<file path="src/design/tkcs_pkg.sv">
// Package for the typematic key change scanner.
// Field widths, command and report codes, key-entry bit layout and sequencer states.
// No dependencies.
`timescale 1ns / 1ps
`default_nettype none

package tkcs_pkg;

  // default number of keys in the table
  localparam int KEY_COUNT_DEF = 256;

  // fixed field widths
  localparam int CMD_W    = 2;
  localparam int KEY_W    = 8;
  localparam int KIND_W   = 2;
  localparam int PERIOD_W = 7;
  localparam int DELAY_W  = 10;
  localparam int COUNT_W  = 7;
  localparam int CFG_IDX_W = 1;
  localparam int CFG_DATA_W = DELAY_W;

  // register clamp limits and reset values
  localparam logic [PERIOD_W-1:0] PERIOD_MIN   = PERIOD_W'(15);
  localparam logic [PERIOD_W-1:0] PERIOD_MAX   = PERIOD_W'(100);
  localparam logic [PERIOD_W-1:0] PERIOD_RESET = PERIOD_W'(33);
  localparam logic [DELAY_W-1:0]  DELAY_MIN    = DELAY_W'(250);
  localparam logic [DELAY_W-1:0]  DELAY_MAX    = DELAY_W'(1000);
  localparam logic [DELAY_W-1:0]  DELAY_RESET  = DELAY_W'(490);

  // configuration register indexes
  localparam logic [CFG_IDX_W-1:0] REG_PERIOD = 1'b0;
  localparam logic [CFG_IDX_W-1:0] REG_DELAY  = 1'b1;

  // request commands
  localparam logic [CMD_W-1:0] CMD_PRESS   = 2'd0;
  localparam logic [CMD_W-1:0] CMD_RELEASE = 2'd1;
  localparam logic [CMD_W-1:0] CMD_TICK    = 2'd2;
  localparam logic [CMD_W-1:0] CMD_FLAG    = 2'd3;

  // report kinds
  localparam logic [KIND_W-1:0] KIND_DOWN   = 2'd0;
  localparam logic [KIND_W-1:0] KIND_UP     = 2'd1;
  localparam logic [KIND_W-1:0] KIND_REPEAT = 2'd2;

  // per-key table entry: repeatable, held, reported
  localparam int ENTRY_W      = 3;
  localparam int BIT_REPORTED = 0;
  localparam int BIT_HELD     = 1;
  localparam int BIT_REPEAT   = 2;

  // divider steps, one dividend bit per step
  localparam int DIV_STEPS = DELAY_W;
  localparam int DIV_CNT_W = $clog2(DIV_STEPS);

  // sequencer states
  typedef enum logic [2:0] {
    S_IDLE,
    S_CHECK,
    S_DIV,
    S_WAIT,
    S_SCAN
  } tkcs_state_t;

endpackage

`default_nettype wire

</file>
<file path="src/design/tkcs_if.sv">
// Handshake channels of the typematic key change scanner: request in, report out.
// Depends on tkcs_pkg for the field widths.
`timescale 1ns / 1ps
`default_nettype none

interface tkcs_req_if import tkcs_pkg::*; ();
  logic             valid;
  logic             ready;
  logic [CMD_W-1:0] command;
  logic [KEY_W-1:0] key_code;
  logic             flag_value;

  modport source (output valid, command, key_code, flag_value, input ready);
  modport sink   (input valid, command, key_code, flag_value, output ready);
endinterface

interface tkcs_rpt_if import tkcs_pkg::*; ();
  logic              valid;
  logic              ready;
  logic [KIND_W-1:0] report_kind;
  logic [KEY_W-1:0]  report_key;

  modport source (output valid, report_kind, report_key, input ready);
  modport sink   (input valid, report_kind, report_key, output ready);
endinterface

`default_nettype wire

</file>
<file path="src/design/tkcs_ram.sv">
// Generic simple dual-port RAM: one write port, one read port with registered data.
// No dependencies.
`timescale 1ns / 1ps
`default_nettype none

module tkcs_ram #(
  parameter int WIDTH = 8,
  parameter int DEPTH = 256
) (
  input  wire                     clk,
  input  wire                     we,
  input  wire [$clog2(DEPTH)-1:0] waddr,
  input  wire [WIDTH-1:0]         wdata,
  input  wire [$clog2(DEPTH)-1:0] raddr,
  output logic [WIDTH-1:0]        rdata
);

  logic [WIDTH-1:0] mem [DEPTH];

  // write port
  always_ff @(posedge clk) begin
    if (we) begin
      mem[waddr] <= wdata;
    end
  end

  // registered read port
  always_ff @(posedge clk) begin
    rdata <= mem[raddr];
  end

endmodule

`default_nettype wire

</file>
<file path="src/design/typematic_key_change_scanner_top.sv">
// Typematic key change scanner, top level.
// Depends on tkcs_pkg, tkcs_req_if / tkcs_rpt_if and tkcs_ram.
//
// Usage:
//  - request channel (valid/ready): command, key_code, flag_value. A press or
//    release that changes a key, and a repeat tick whose countdown is zero,
//    start a circular scan of the key table; each such request gives zero or
//    one report. Flag writes, ignored presses/releases and ticks that only
//    count down give no report.
//  - report channel (valid/ready): report_kind, report_key, held in an output
//    register until taken.
//  - config port: cfg_we, cfg_index, cfg_data; write while idle, values clamped.
// Timing: a request is taken only in the idle state. Flag writes and no-change
// presses/releases pass through the check state; a counting tick stays idle. A
// changing press/release runs the delay/period divider (one bit per cycle) after
// the check, then the scan; the scan visits one key per cycle through the table
// RAM read port and reads at most KEY_COUNT keys.
// A scan starts only once the output register is free, so a stalled receiver
// holds a scanning request before the scan; requests without reports continue.
// Reset clears the key table through per-entry valid bits, the scan position
// and countdown, and loads period 33 and delay 490.
`timescale 1ns / 1ps
`default_nettype none

module typematic_key_change_scanner_top import tkcs_pkg::*; #(
  parameter int KEY_COUNT = KEY_COUNT_DEF
) (
  input  wire                  clk,
  input  wire                  rst,
  input  wire                  cfg_we,
  input  wire [CFG_IDX_W-1:0]  cfg_index,
  input  wire [CFG_DATA_W-1:0] cfg_data,
  tkcs_req_if.sink             request,
  tkcs_rpt_if.source           report
);

  localparam int KW    = $clog2(KEY_COUNT);
  localparam int CNT_W = KW + 1;
  localparam int CMP_W = KEY_W + 1;
  localparam logic [CNT_W-1:0] CNT_MAX  = CNT_W'(KEY_COUNT);
  localparam logic [KW-1:0]    KEY_LAST = KW'(KEY_COUNT - 1);

  // control and datapath registers
  tkcs_state_t          state, state_next;
  logic [PERIOD_W-1:0]  period;
  logic [DELAY_W-1:0]   delay;
  logic [COUNT_W-1:0]   countdown;
  logic [KW-1:0]        scan_pos;
  logic [CMD_W-1:0]     cmd;
  logic [KW-1:0]        key;
  logic                 flag;
  logic                 scan_tick;
  logic [KW-1:0]        scan_addr;
  logic [CNT_W-1:0]     issue_cnt;
  logic                 chk_pend;
  logic [KW-1:0]        chk_key;
  logic [KEY_COUNT-1:0] entry_vld;
  logic                 rd_vld;
  logic [PERIOD_W-1:0]  div_rem;
  logic [DELAY_W-1:0]   div_dvd;
  logic [DELAY_W-1:0]   div_q;
  logic [DIV_CNT_W-1:0] div_cnt;
  logic                 res_valid;
  logic [KIND_W-1:0]    res_kind;
  logic [KEY_W-1:0]     res_key;

  // RAM ports and decode
  logic               ram_we;
  logic [KW-1:0]      ram_waddr;
  logic [ENTRY_W-1:0] ram_wdata;
  logic [KW-1:0]      ram_raddr;
  logic [ENTRY_W-1:0] ram_rdata;
  logic [ENTRY_W-1:0] entry;
  logic               key_ok;
  logic               accept;
  logic               want;
  logic               key_change;
  logic               scan_change;
  logic               scan_rep;
  logic               scan_hit;
  logic               scan_issue;
  logic               scan_end;
  logic               scan_start;
  logic               out_free;
  logic [KW-1:0]      start_key;
  logic [KW-1:0]      addr_inc;

  // divider step wires
  logic [PERIOD_W:0]    div_trial;
  logic                 div_ge;
  logic [PERIOD_W-1:0]  div_rem_next;
  logic [DELAY_W-1:0]   div_q_next;

  tkcs_ram #(
    .WIDTH (ENTRY_W),
    .DEPTH (KEY_COUNT)
  ) u_key_table (
    .clk   (clk),
    .we    (ram_we),
    .waddr (ram_waddr),
    .wdata (ram_wdata),
    .raddr (ram_raddr),
    .rdata (ram_rdata)
  );

  // entry that was never written reads as all zero
  assign entry = rd_vld ? ram_rdata : '0;

  assign key_ok   = ({1'b0, request.key_code} < CMP_W'(KEY_COUNT));
  assign accept   = request.valid && request.ready;
  assign want     = (cmd == CMD_PRESS);
  assign out_free = !res_valid || report.ready;

  // circular key successors
  assign start_key = (scan_pos == KEY_LAST) ? '0 : scan_pos + 1'b1;
  assign addr_inc  = (scan_addr == KEY_LAST) ? '0 : scan_addr + 1'b1;

  // scan evaluation of the key whose entry just came back
  assign scan_change = chk_pend && (entry[BIT_HELD] != entry[BIT_REPORTED]);
  assign scan_rep    = chk_pend && !scan_change && scan_tick &&
                       entry[BIT_HELD] && entry[BIT_REPEAT];
  assign scan_hit    = scan_change || scan_rep;
  assign key_change  = (cmd != CMD_FLAG) && (entry[BIT_HELD] != want);

  // divider step: delay / period, one quotient bit per cycle
  assign div_trial    = {div_rem, div_dvd[DELAY_W-1]};
  assign div_ge       = (div_trial >= {1'b0, period});
  assign div_rem_next = div_ge ? PERIOD_W'(div_trial - {1'b0, period})
                               : div_trial[PERIOD_W-1:0];
  assign div_q_next   = {div_q[DELAY_W-2:0], div_ge};

  // next state
  always_comb begin
    state_next = state;
    case (state)
      S_IDLE: begin
        if (accept) begin
          if (request.command == CMD_TICK) begin
            state_next = (countdown != '0) ? S_IDLE : S_WAIT;
          end else begin
            state_next = key_ok ? S_CHECK : S_IDLE;
          end
        end
      end
      S_CHECK: begin
        state_next = key_change ? S_DIV : S_IDLE;
      end
      S_DIV: begin
        if (div_cnt == DIV_CNT_W'(DIV_STEPS - 1)) begin
          state_next = S_WAIT;
        end
      end
      S_WAIT: begin
        if (out_free) begin
          state_next = S_SCAN;
        end
      end
      S_SCAN: begin
        if (scan_hit || scan_end) begin
          state_next = S_IDLE;
        end
      end
      default: state_next = S_IDLE;
    endcase
  end

  // sequencer outputs: handshake, table access, scan control
  always_comb begin
    request.ready = 1'b0;
    ram_we        = 1'b0;
    ram_waddr     = key;
    ram_wdata     = entry;
    ram_raddr     = scan_addr;
    scan_issue    = 1'b0;
    scan_end      = 1'b0;
    scan_start    = 1'b0;
    case (state)
      S_IDLE: begin
        request.ready = 1'b1;
        ram_raddr     = request.key_code[KW-1:0];
      end
      S_CHECK: begin
        if (cmd == CMD_FLAG) begin
          ram_we                = 1'b1;
          ram_wdata[BIT_REPEAT] = flag;
        end else if (key_change) begin
          ram_we              = 1'b1;
          ram_wdata[BIT_HELD] = want;
        end
      end
      S_WAIT: begin
        scan_start = out_free;
      end
      S_SCAN: begin
        ram_waddr  = chk_key;
        scan_issue = !scan_hit && (issue_cnt != CNT_MAX);
        scan_end   = !chk_pend && (issue_cnt == CNT_MAX);
        if (scan_change) begin
          ram_we                  = 1'b1;
          ram_wdata[BIT_REPORTED] = entry[BIT_HELD];
        end
      end
      default: begin
        request.ready = 1'b0;
      end
    endcase
  end

  // state register
  always_ff @(posedge clk) begin
    if (rst) begin
      state <= S_IDLE;
    end else begin
      state <= state_next;
    end
  end

  // configuration registers, clamped on write
  always_ff @(posedge clk) begin
    if (rst) begin
      period <= PERIOD_RESET;
      delay  <= DELAY_RESET;
    end else if (cfg_we) begin
      case (cfg_index)
        REG_PERIOD: begin
          if (cfg_data[PERIOD_W-1:0] < PERIOD_MIN) begin
            period <= PERIOD_MIN;
          end else if (cfg_data[PERIOD_W-1:0] > PERIOD_MAX) begin
            period <= PERIOD_MAX;
          end else begin
            period <= cfg_data[PERIOD_W-1:0];
          end
        end
        REG_DELAY: begin
          if (cfg_data < DELAY_MIN) begin
            delay <= DELAY_MIN;
          end else if (cfg_data > DELAY_MAX) begin
            delay <= DELAY_MAX;
          end else begin
            delay <= cfg_data;
          end
        end
        default: begin
          period <= period;
        end
      endcase
    end
  end

  // table entry valid bits and registered valid for the read port
  always_ff @(posedge clk) begin
    if (rst) begin
      entry_vld <= '0;
      rd_vld    <= 1'b0;
    end else begin
      if (ram_we) begin
        entry_vld[ram_waddr] <= 1'b1;
      end
      rd_vld <= entry_vld[ram_raddr];
    end
  end

  // request capture
  always_ff @(posedge clk) begin
    if (accept) begin
      cmd       <= request.command;
      key       <= request.key_code[KW-1:0];
      flag      <= request.flag_value;
      scan_tick <= (request.command == CMD_TICK);
    end
  end

  // countdown: reload from divider, decrement on tick
  always_ff @(posedge clk) begin
    if (rst) begin
      countdown <= '0;
    end else if (accept && request.command == CMD_TICK && countdown != '0) begin
      countdown <= countdown - 1'b1;
    end else if (state == S_DIV && div_cnt == DIV_CNT_W'(DIV_STEPS - 1)) begin
      countdown <= div_q_next[COUNT_W-1:0];
    end
  end

  // divider iteration
  always_ff @(posedge clk) begin
    if (state == S_CHECK) begin
      div_rem <= '0;
      div_dvd <= delay;
      div_q   <= '0;
      div_cnt <= '0;
    end else if (state == S_DIV) begin
      div_rem <= div_rem_next;
      div_dvd <= {div_dvd[DELAY_W-2:0], 1'b0};
      div_q   <= div_q_next;
      div_cnt <= div_cnt + 1'b1;
    end
  end

  // scan pipeline: issue one read per cycle, check it the next
  always_ff @(posedge clk) begin
    if (rst) begin
      chk_pend  <= 1'b0;
      issue_cnt <= '0;
    end else if (scan_start) begin
      scan_addr <= start_key;
      issue_cnt <= '0;
      chk_pend  <= 1'b0;
    end else if (state == S_SCAN) begin
      chk_pend <= scan_issue;
      if (scan_issue) begin
        chk_key   <= scan_addr;
        scan_addr <= addr_inc;
        issue_cnt <= issue_cnt + 1'b1;
      end
    end
  end

  // scan position follows the reported key
  always_ff @(posedge clk) begin
    if (rst) begin
      scan_pos <= '0;
    end else if (state == S_SCAN && scan_hit) begin
      scan_pos <= chk_key;
    end
  end

  // output register
  always_ff @(posedge clk) begin
    if (rst) begin
      res_valid <= 1'b0;
    end else if (state == S_SCAN && scan_hit) begin
      res_valid <= 1'b1;
    end else if (report.ready) begin
      res_valid <= 1'b0;
    end
  end

  always_ff @(posedge clk) begin
    if (state == S_SCAN && scan_hit) begin
      res_key <= KEY_W'(chk_key);
      if (scan_rep) begin
        res_kind <= KIND_REPEAT;
      end else if (entry[BIT_HELD]) begin
        res_kind <= KIND_DOWN;
      end else begin
        res_kind <= KIND_UP;
      end
    end
  end

  assign report.valid       = res_valid;
  assign report.report_kind = res_kind;
  assign report.report_key  = res_key;

  // a report is only produced by the scan
  a_report_from_scan: assert property (@(posedge clk) disable iff (rst)
    (res_valid && !$past(res_valid)) |-> ($past(state) == S_SCAN))
    else $error("report loaded outside the scan");

  // a scan never starts while the output register is occupied
  a_scan_out_free: assert property (@(posedge clk) disable iff (rst)
    (state == S_SCAN && $past(state) == S_WAIT) |-> !res_valid)
    else $error("scan started with a pending report");

  // the scan never visits more keys than the table holds
  a_issue_bound: assert property (@(posedge clk) disable iff (rst)
    (state == S_SCAN) |-> (issue_cnt <= CNT_MAX))
    else $error("scan issued too many reads");

  // divider remainder stays below the divisor
  a_div_rem: assert property (@(posedge clk) disable iff (rst)
    (state == S_DIV) |-> (div_rem < period))
    else $error("divider remainder out of range");

endmodule

`default_nettype wire

</file>
<file path="src/flat_wrapper.sv">
// flat-port wrapper written by rule: the top's interface ports become plain ports
module typematic_key_change_scanner_top_flat import tkcs_pkg::*;
#(
  parameter int KEY_COUNT = KEY_COUNT_DEF
)
  (clk, rst, cfg_we, cfg_index, cfg_data, request_valid, request_command, request_key_code, request_flag_value, request_ready, report_valid, report_report_kind, report_report_key, report_ready);
  tkcs_req_if request_i ();
  tkcs_rpt_if report_i ();
  input  wire clk;
  input  wire rst;
  input  wire cfg_we;
  input  wire [CFG_IDX_W-1:0] cfg_index;
  input  wire [CFG_DATA_W-1:0] cfg_data;
  input wire logic [$bits(request_i.valid)-1:0] request_valid;
  input wire logic [$bits(request_i.command)-1:0] request_command;
  input wire logic [$bits(request_i.key_code)-1:0] request_key_code;
  input wire logic [$bits(request_i.flag_value)-1:0] request_flag_value;
  output wire logic [$bits(request_i.ready)-1:0] request_ready;
  output wire logic [$bits(report_i.valid)-1:0] report_valid;
  output wire logic [$bits(report_i.report_kind)-1:0] report_report_kind;
  output wire logic [$bits(report_i.report_key)-1:0] report_report_key;
  input wire logic [$bits(report_i.ready)-1:0] report_ready;
  assign request_i.valid = request_valid;
  assign request_i.command = request_command;
  assign request_i.key_code = request_key_code;
  assign request_i.flag_value = request_flag_value;
  assign request_ready = request_i.ready;
  assign report_valid = report_i.valid;
  assign report_report_kind = report_i.report_kind;
  assign report_report_key = report_i.report_key;
  assign report_i.ready = report_ready;
  typematic_key_change_scanner_top #(.KEY_COUNT(KEY_COUNT)) u_core (.clk(clk), .rst(rst), .cfg_we(cfg_we), .cfg_index(cfg_index), .cfg_data(cfg_data), .request(request_i), .report(report_i));
endmodule
</file>
<file path="config.mk">
export PLATFORM = sky130hd
export DESIGN_NAME = typematic_key_change_scanner_top_flat
export DESIGN_NICKNAME = d
export VERILOG_FILES = /design/src/design/tkcs_pkg.sv /design/src/design/tkcs_if.sv /design/src/design/tkcs_ram.sv /design/src/design/typematic_key_change_scanner_top.sv /design/src/flat_wrapper.sv
export SDC_FILE = /design/constraint.sdc
export NUM_CORES = 2
export LEC_CHECK = 0
export ABC_AREA = 1
export BUFFER_PORTS_ARGS = -buffer_cell sky130_fd_sc_hd__buf_2
export CORE_MARGIN = 2
export CORE_UTILIZATION = 60
export DETAILED_ROUTE_END_ITERATION = 6
export GPL_ROUTABILITY_DRIVEN = 0
export PLACE_DENSITY = 0.75
export SYNTH_ARGS = -nofsm -noshare
export SYNTH_HDL_FRONTEND = slang
export SYNTH_SLANG_ARGS = --single-unit
</file>
<file path="constraint.sdc">
create_clock -name clk -period 27.9 [get_ports clk]
set_input_delay 4.185 -clock clk [delete_from_list [all_inputs] [get_ports clk]]
set_output_delay 4.185 -clock clk [all_outputs]
set_load 0.05 [all_outputs]
</file>
==> qor.txt <==
status: finished with violations
failing checks: design-rule violations
number of max-cap violations: 0
Clock Sink Count: 1139
worst path arrival time: 8.31 ns
gr usage total: 0.296
setup_tns: 0 ns
DR pass1 iterations: 7
hold-critical path depth: 1
r2r worst-path depth: 15
Tcrit/Tclk final: 0.279
DR vias/cell: 5.96
Critical Path Fanout Max: 144
number of synthesized register bits: 1139
syn avg cell area: 9.82 um2
share of cells above drive strength 1: 0.0707
Setup CP Type: primary input to flop
vias in the first global route: 33400
multi-input logic area: 14200 um2
routed wire length per instance: 20.7 um
sequential share of the synthesized area: 0.643
Max VDD drop: 0.113 mV
Worst Setup SP: request_key_code[0]
# hold bufs at CTS: 0
Final HPWL DP: 67900 um
Die Ht: 287 um
WL final: 123000 um
nets: 4850
Area growth syn-to-layout: 8.81%
Setup WS post-layout: 20.10 ns
number of synthesized flops with an enable pin: 816
Slew headroom: 0.210
fill cell count: 6062
Reg clk slew, reported paths: 0.06 ns
Slew Limit Fails: 0
Starting Density: 0.607
Crit path largest cell delay: 0.83 ns
f_max: 0.128 GHz
DR DRC count: 1
routed vias: 35500
placed cell area: 48800 um2
Period minus WS final: 7.80 ns
P_leak: 0.0192 uW
flop-to-flop setup slack: 22.29 ns
Placement Rows: 103
H-tree depth: 3
DR iter-0 viols: 4472
post-synthesis cell count: 4903
Clock Tree Buf Depth: 3
Reg2Reg Capture Point: u_core.rd_vld
mapped cell area: 48100 um2
Pwr Density: 110 nW/um2
post_cts resized: 0
clk root buf: clkbuf_16
Netlist cell types: 46
WP data required: 28.41 ns
FF+latch area: 31000 um2
worst path bufs/invs: 3
delay-heaviest family, CP: simple AND/OR/NAND/NOR gates
Layout Cell Area excl Fill: 52400 um2
Reg2Reg Launch Point: u_core.state[1]
TritonCTS Buffers: 111
initial antenna violation count: 0
Worst setup EP type: flop
Layout Utilization: 0.661
RSZ-0062 raised after global routing: false
Worst setup endpoint: u_core.rd_vld
ant diodes: 0
core area: 79300 um2
die area: 82500 um2
Worst setup SP type: primary input
ANT nets after route: 0
Crit path top cell by count: nand3_1
Cell Chain, Critical Path: buf_2, nand3_2, nand2_8, buf_4, buf_4, nand2_1, nand3_1, nand3_1, nand3_1, nand3_1, nand3_1, nand3_1, nand3_1, a21oi_1
first-pass GRT wire length: 188000 um
port buffer count: 38
Worst-Margin Slew: 1.19 ns
Crit path depth: 14
pre-CTS WS: 19.58 ns
total grt overflow: 0
post-CTS setup buffer count: 0
CTS tree: done
HP Class: flop to flop
Syn Nets: 4945
number of top-level pins: 39
Worst-Skew Late Latency: 0.68 ns
clock skew: 0.0259 ns
Main synth FF type: edfxtp_1
endpoints failing hold: 0
Die Wd: 287 um
Final setup viols: 0
slowest CP cell: buf_4
yosys synthesis warning count: 0
share of flip-flops with an asynchronous set or reset: 0
largest net degree at the start of global routing: 202
[how the worst min path moves through the flow]
stage / start / to / slack, ns
after global routing: u_core.entry_vld[255] / u_core.entry_vld[255] / 0.47
after global placement: u_core.entry_vld[54] / u_core.entry_vld[54] / 0.45
after floorplan: u_core.div_q[5] / u_core.div_q[5] / 0.42
final: u_core.entry_vld[254] / u_core.entry_vld[254] / 0.46
after detailed placement: u_core.entry_vld[254] / u_core.entry_vld[254] / 0.45
after CTS: u_core.entry_vld[254] / u_core.entry_vld[254] / 0.47
[per-stage QoR]
step | std cells | hold WS (ns) | total power [uW]
global placement | 5745 | 0.446 | 4230
CTS | 5956 | 0.466 | 5720
finish | 5956 | 0.464 | 5750
global route | 5956 | 0.474 | 6020
detailed placement | 5745 | 0.453 | 4260
floorplan | 4903 | 0.423 | 3660
[cell usage after synthesis (9+ instances only)]
cell type | count | area [um2]
o21bai_1 | 14 | 105
nor3_1 | 13 | 65.1
o211ai_1 | 80 | 601
edfxtp_1 | 816 | 24500
o21ai_0 | 261 | 1310
buf_2 | 173 | 866
a31oi_1 | 9 | 56.3
nor2_1 | 570 | 2140
nand3_1 | 745 | 3730
o21a_1 | 151 | 1130
clkbuf_1 | 92 | 345
inv_1 | 420 | 1580
o22ai_1 | 21 | 131
buf_1 | 16 | 60.1
nor2_2 | 22 | 138
or2_2 | 11 | 68.8
ha_1 | 14 | 175
dfxtp_1 | 323 | 6470
nand2_1 | 997 | 3740
o21ai_2 | 9 | 78.8
inv_2 | 45 | 169
a21oi_1 | 38 | 190
[cells by family (layout without fill, tap and decap cells)]
kind of cell	count (synthesis)	count (layout)	share of synthesized area
xor gates and xnor gates	11	11	0.00200
and+or+nand+nor	2379	2379	0.209
DFF	1139	1139	0.643
adders and majority gates	15	15	0.00405
buffers and inverters	753	756	0.0637
AOI/OAI and AO/OA	606	606	0.0784
[worst register-to-register path, cell delays in order (launching register included)]
cell and delay [ns]:
dfxtp_1 0.44, inv_2 0.11, nand2_1 0.72, nand2_2 0.36, nand2_8 0.76, buf_4 0.92, buf_4 0.85, nand2_1 0.19
nand3_1 0.10, nand3_1 0.11, nand3_1 0.19, nand3_1 0.15, nand3_1 0.12, nand3_1 0.21, nand3_1 0.14, a21oi_1 0.06
[flip-flops by register name (all words and copies together) (netlist names), 7 cells and up]
signal and flops:
u_core.u_key_table.mem 768, u_core.entry_vld 256, u_core.delay 10, u_core.div_dvd 10, u_core.issue_cnt 9, u_core.chk_key 8
u_core.key 8, u_core.report.report_key 8, u_core.scan_addr 8, u_core.scan_pos 8, u_core.countdown 7, u_core.div_rem 7
u_core.period 7
[power by group]
group	internal [uW]	switching, uW	total (uW)	leakage, uW
Clock	837	630	1470	0.00174
Combinational	586	1700	2290	0.00731
Sequential	1970	24.5	2000	0.0101
Total	3390	2350	5750	0.0192
[placed cells by master (no fill, tap or decap), drive strengths merged, types with 11 or more instances in the layout]
cell type / count
o21bai: 14
buf: 79
nand2: 1000
clkinv: 37
or2: 11
nand3: 746
ha: 14
o22ai: 21
clkbuf: 162
a21oi: 38
o21ai: 277
nor2: 592
o21a: 151
o211ai: 80
dfxtp: 323
edfxtp: 816
inv: 467
nor3: 18
[layout make-up]
| type | count | share of cell area |
|---|---|---|
| Clock buffer | 162 | 0.0616 |
| Clock inverter | 49 | 0.00695 |
| Inverter | 466 | 0.0335 |
| Multi-Input combinational cell | 3011 | 0.271 |
| Sequential cell | 1139 | 0.591 |
| Tap cell | 1050 | 0.0251 |
| Timing Repair Buffer | 79 | 0.0103 |
[routing by layer]
layer | global-route usage | up-vias | wire [um]
met4 | 0.134 | 0 | 6050
li1 | - | 16400 | -
met3 | 0.0451 | 330 | 11800
met2 | 0.481 | 1798 | 57000
met1 | 0.397 | 17000 | 48200
met5 | 0 | - | 0
No activity file was read; power rests on OpenSTA's default activity.
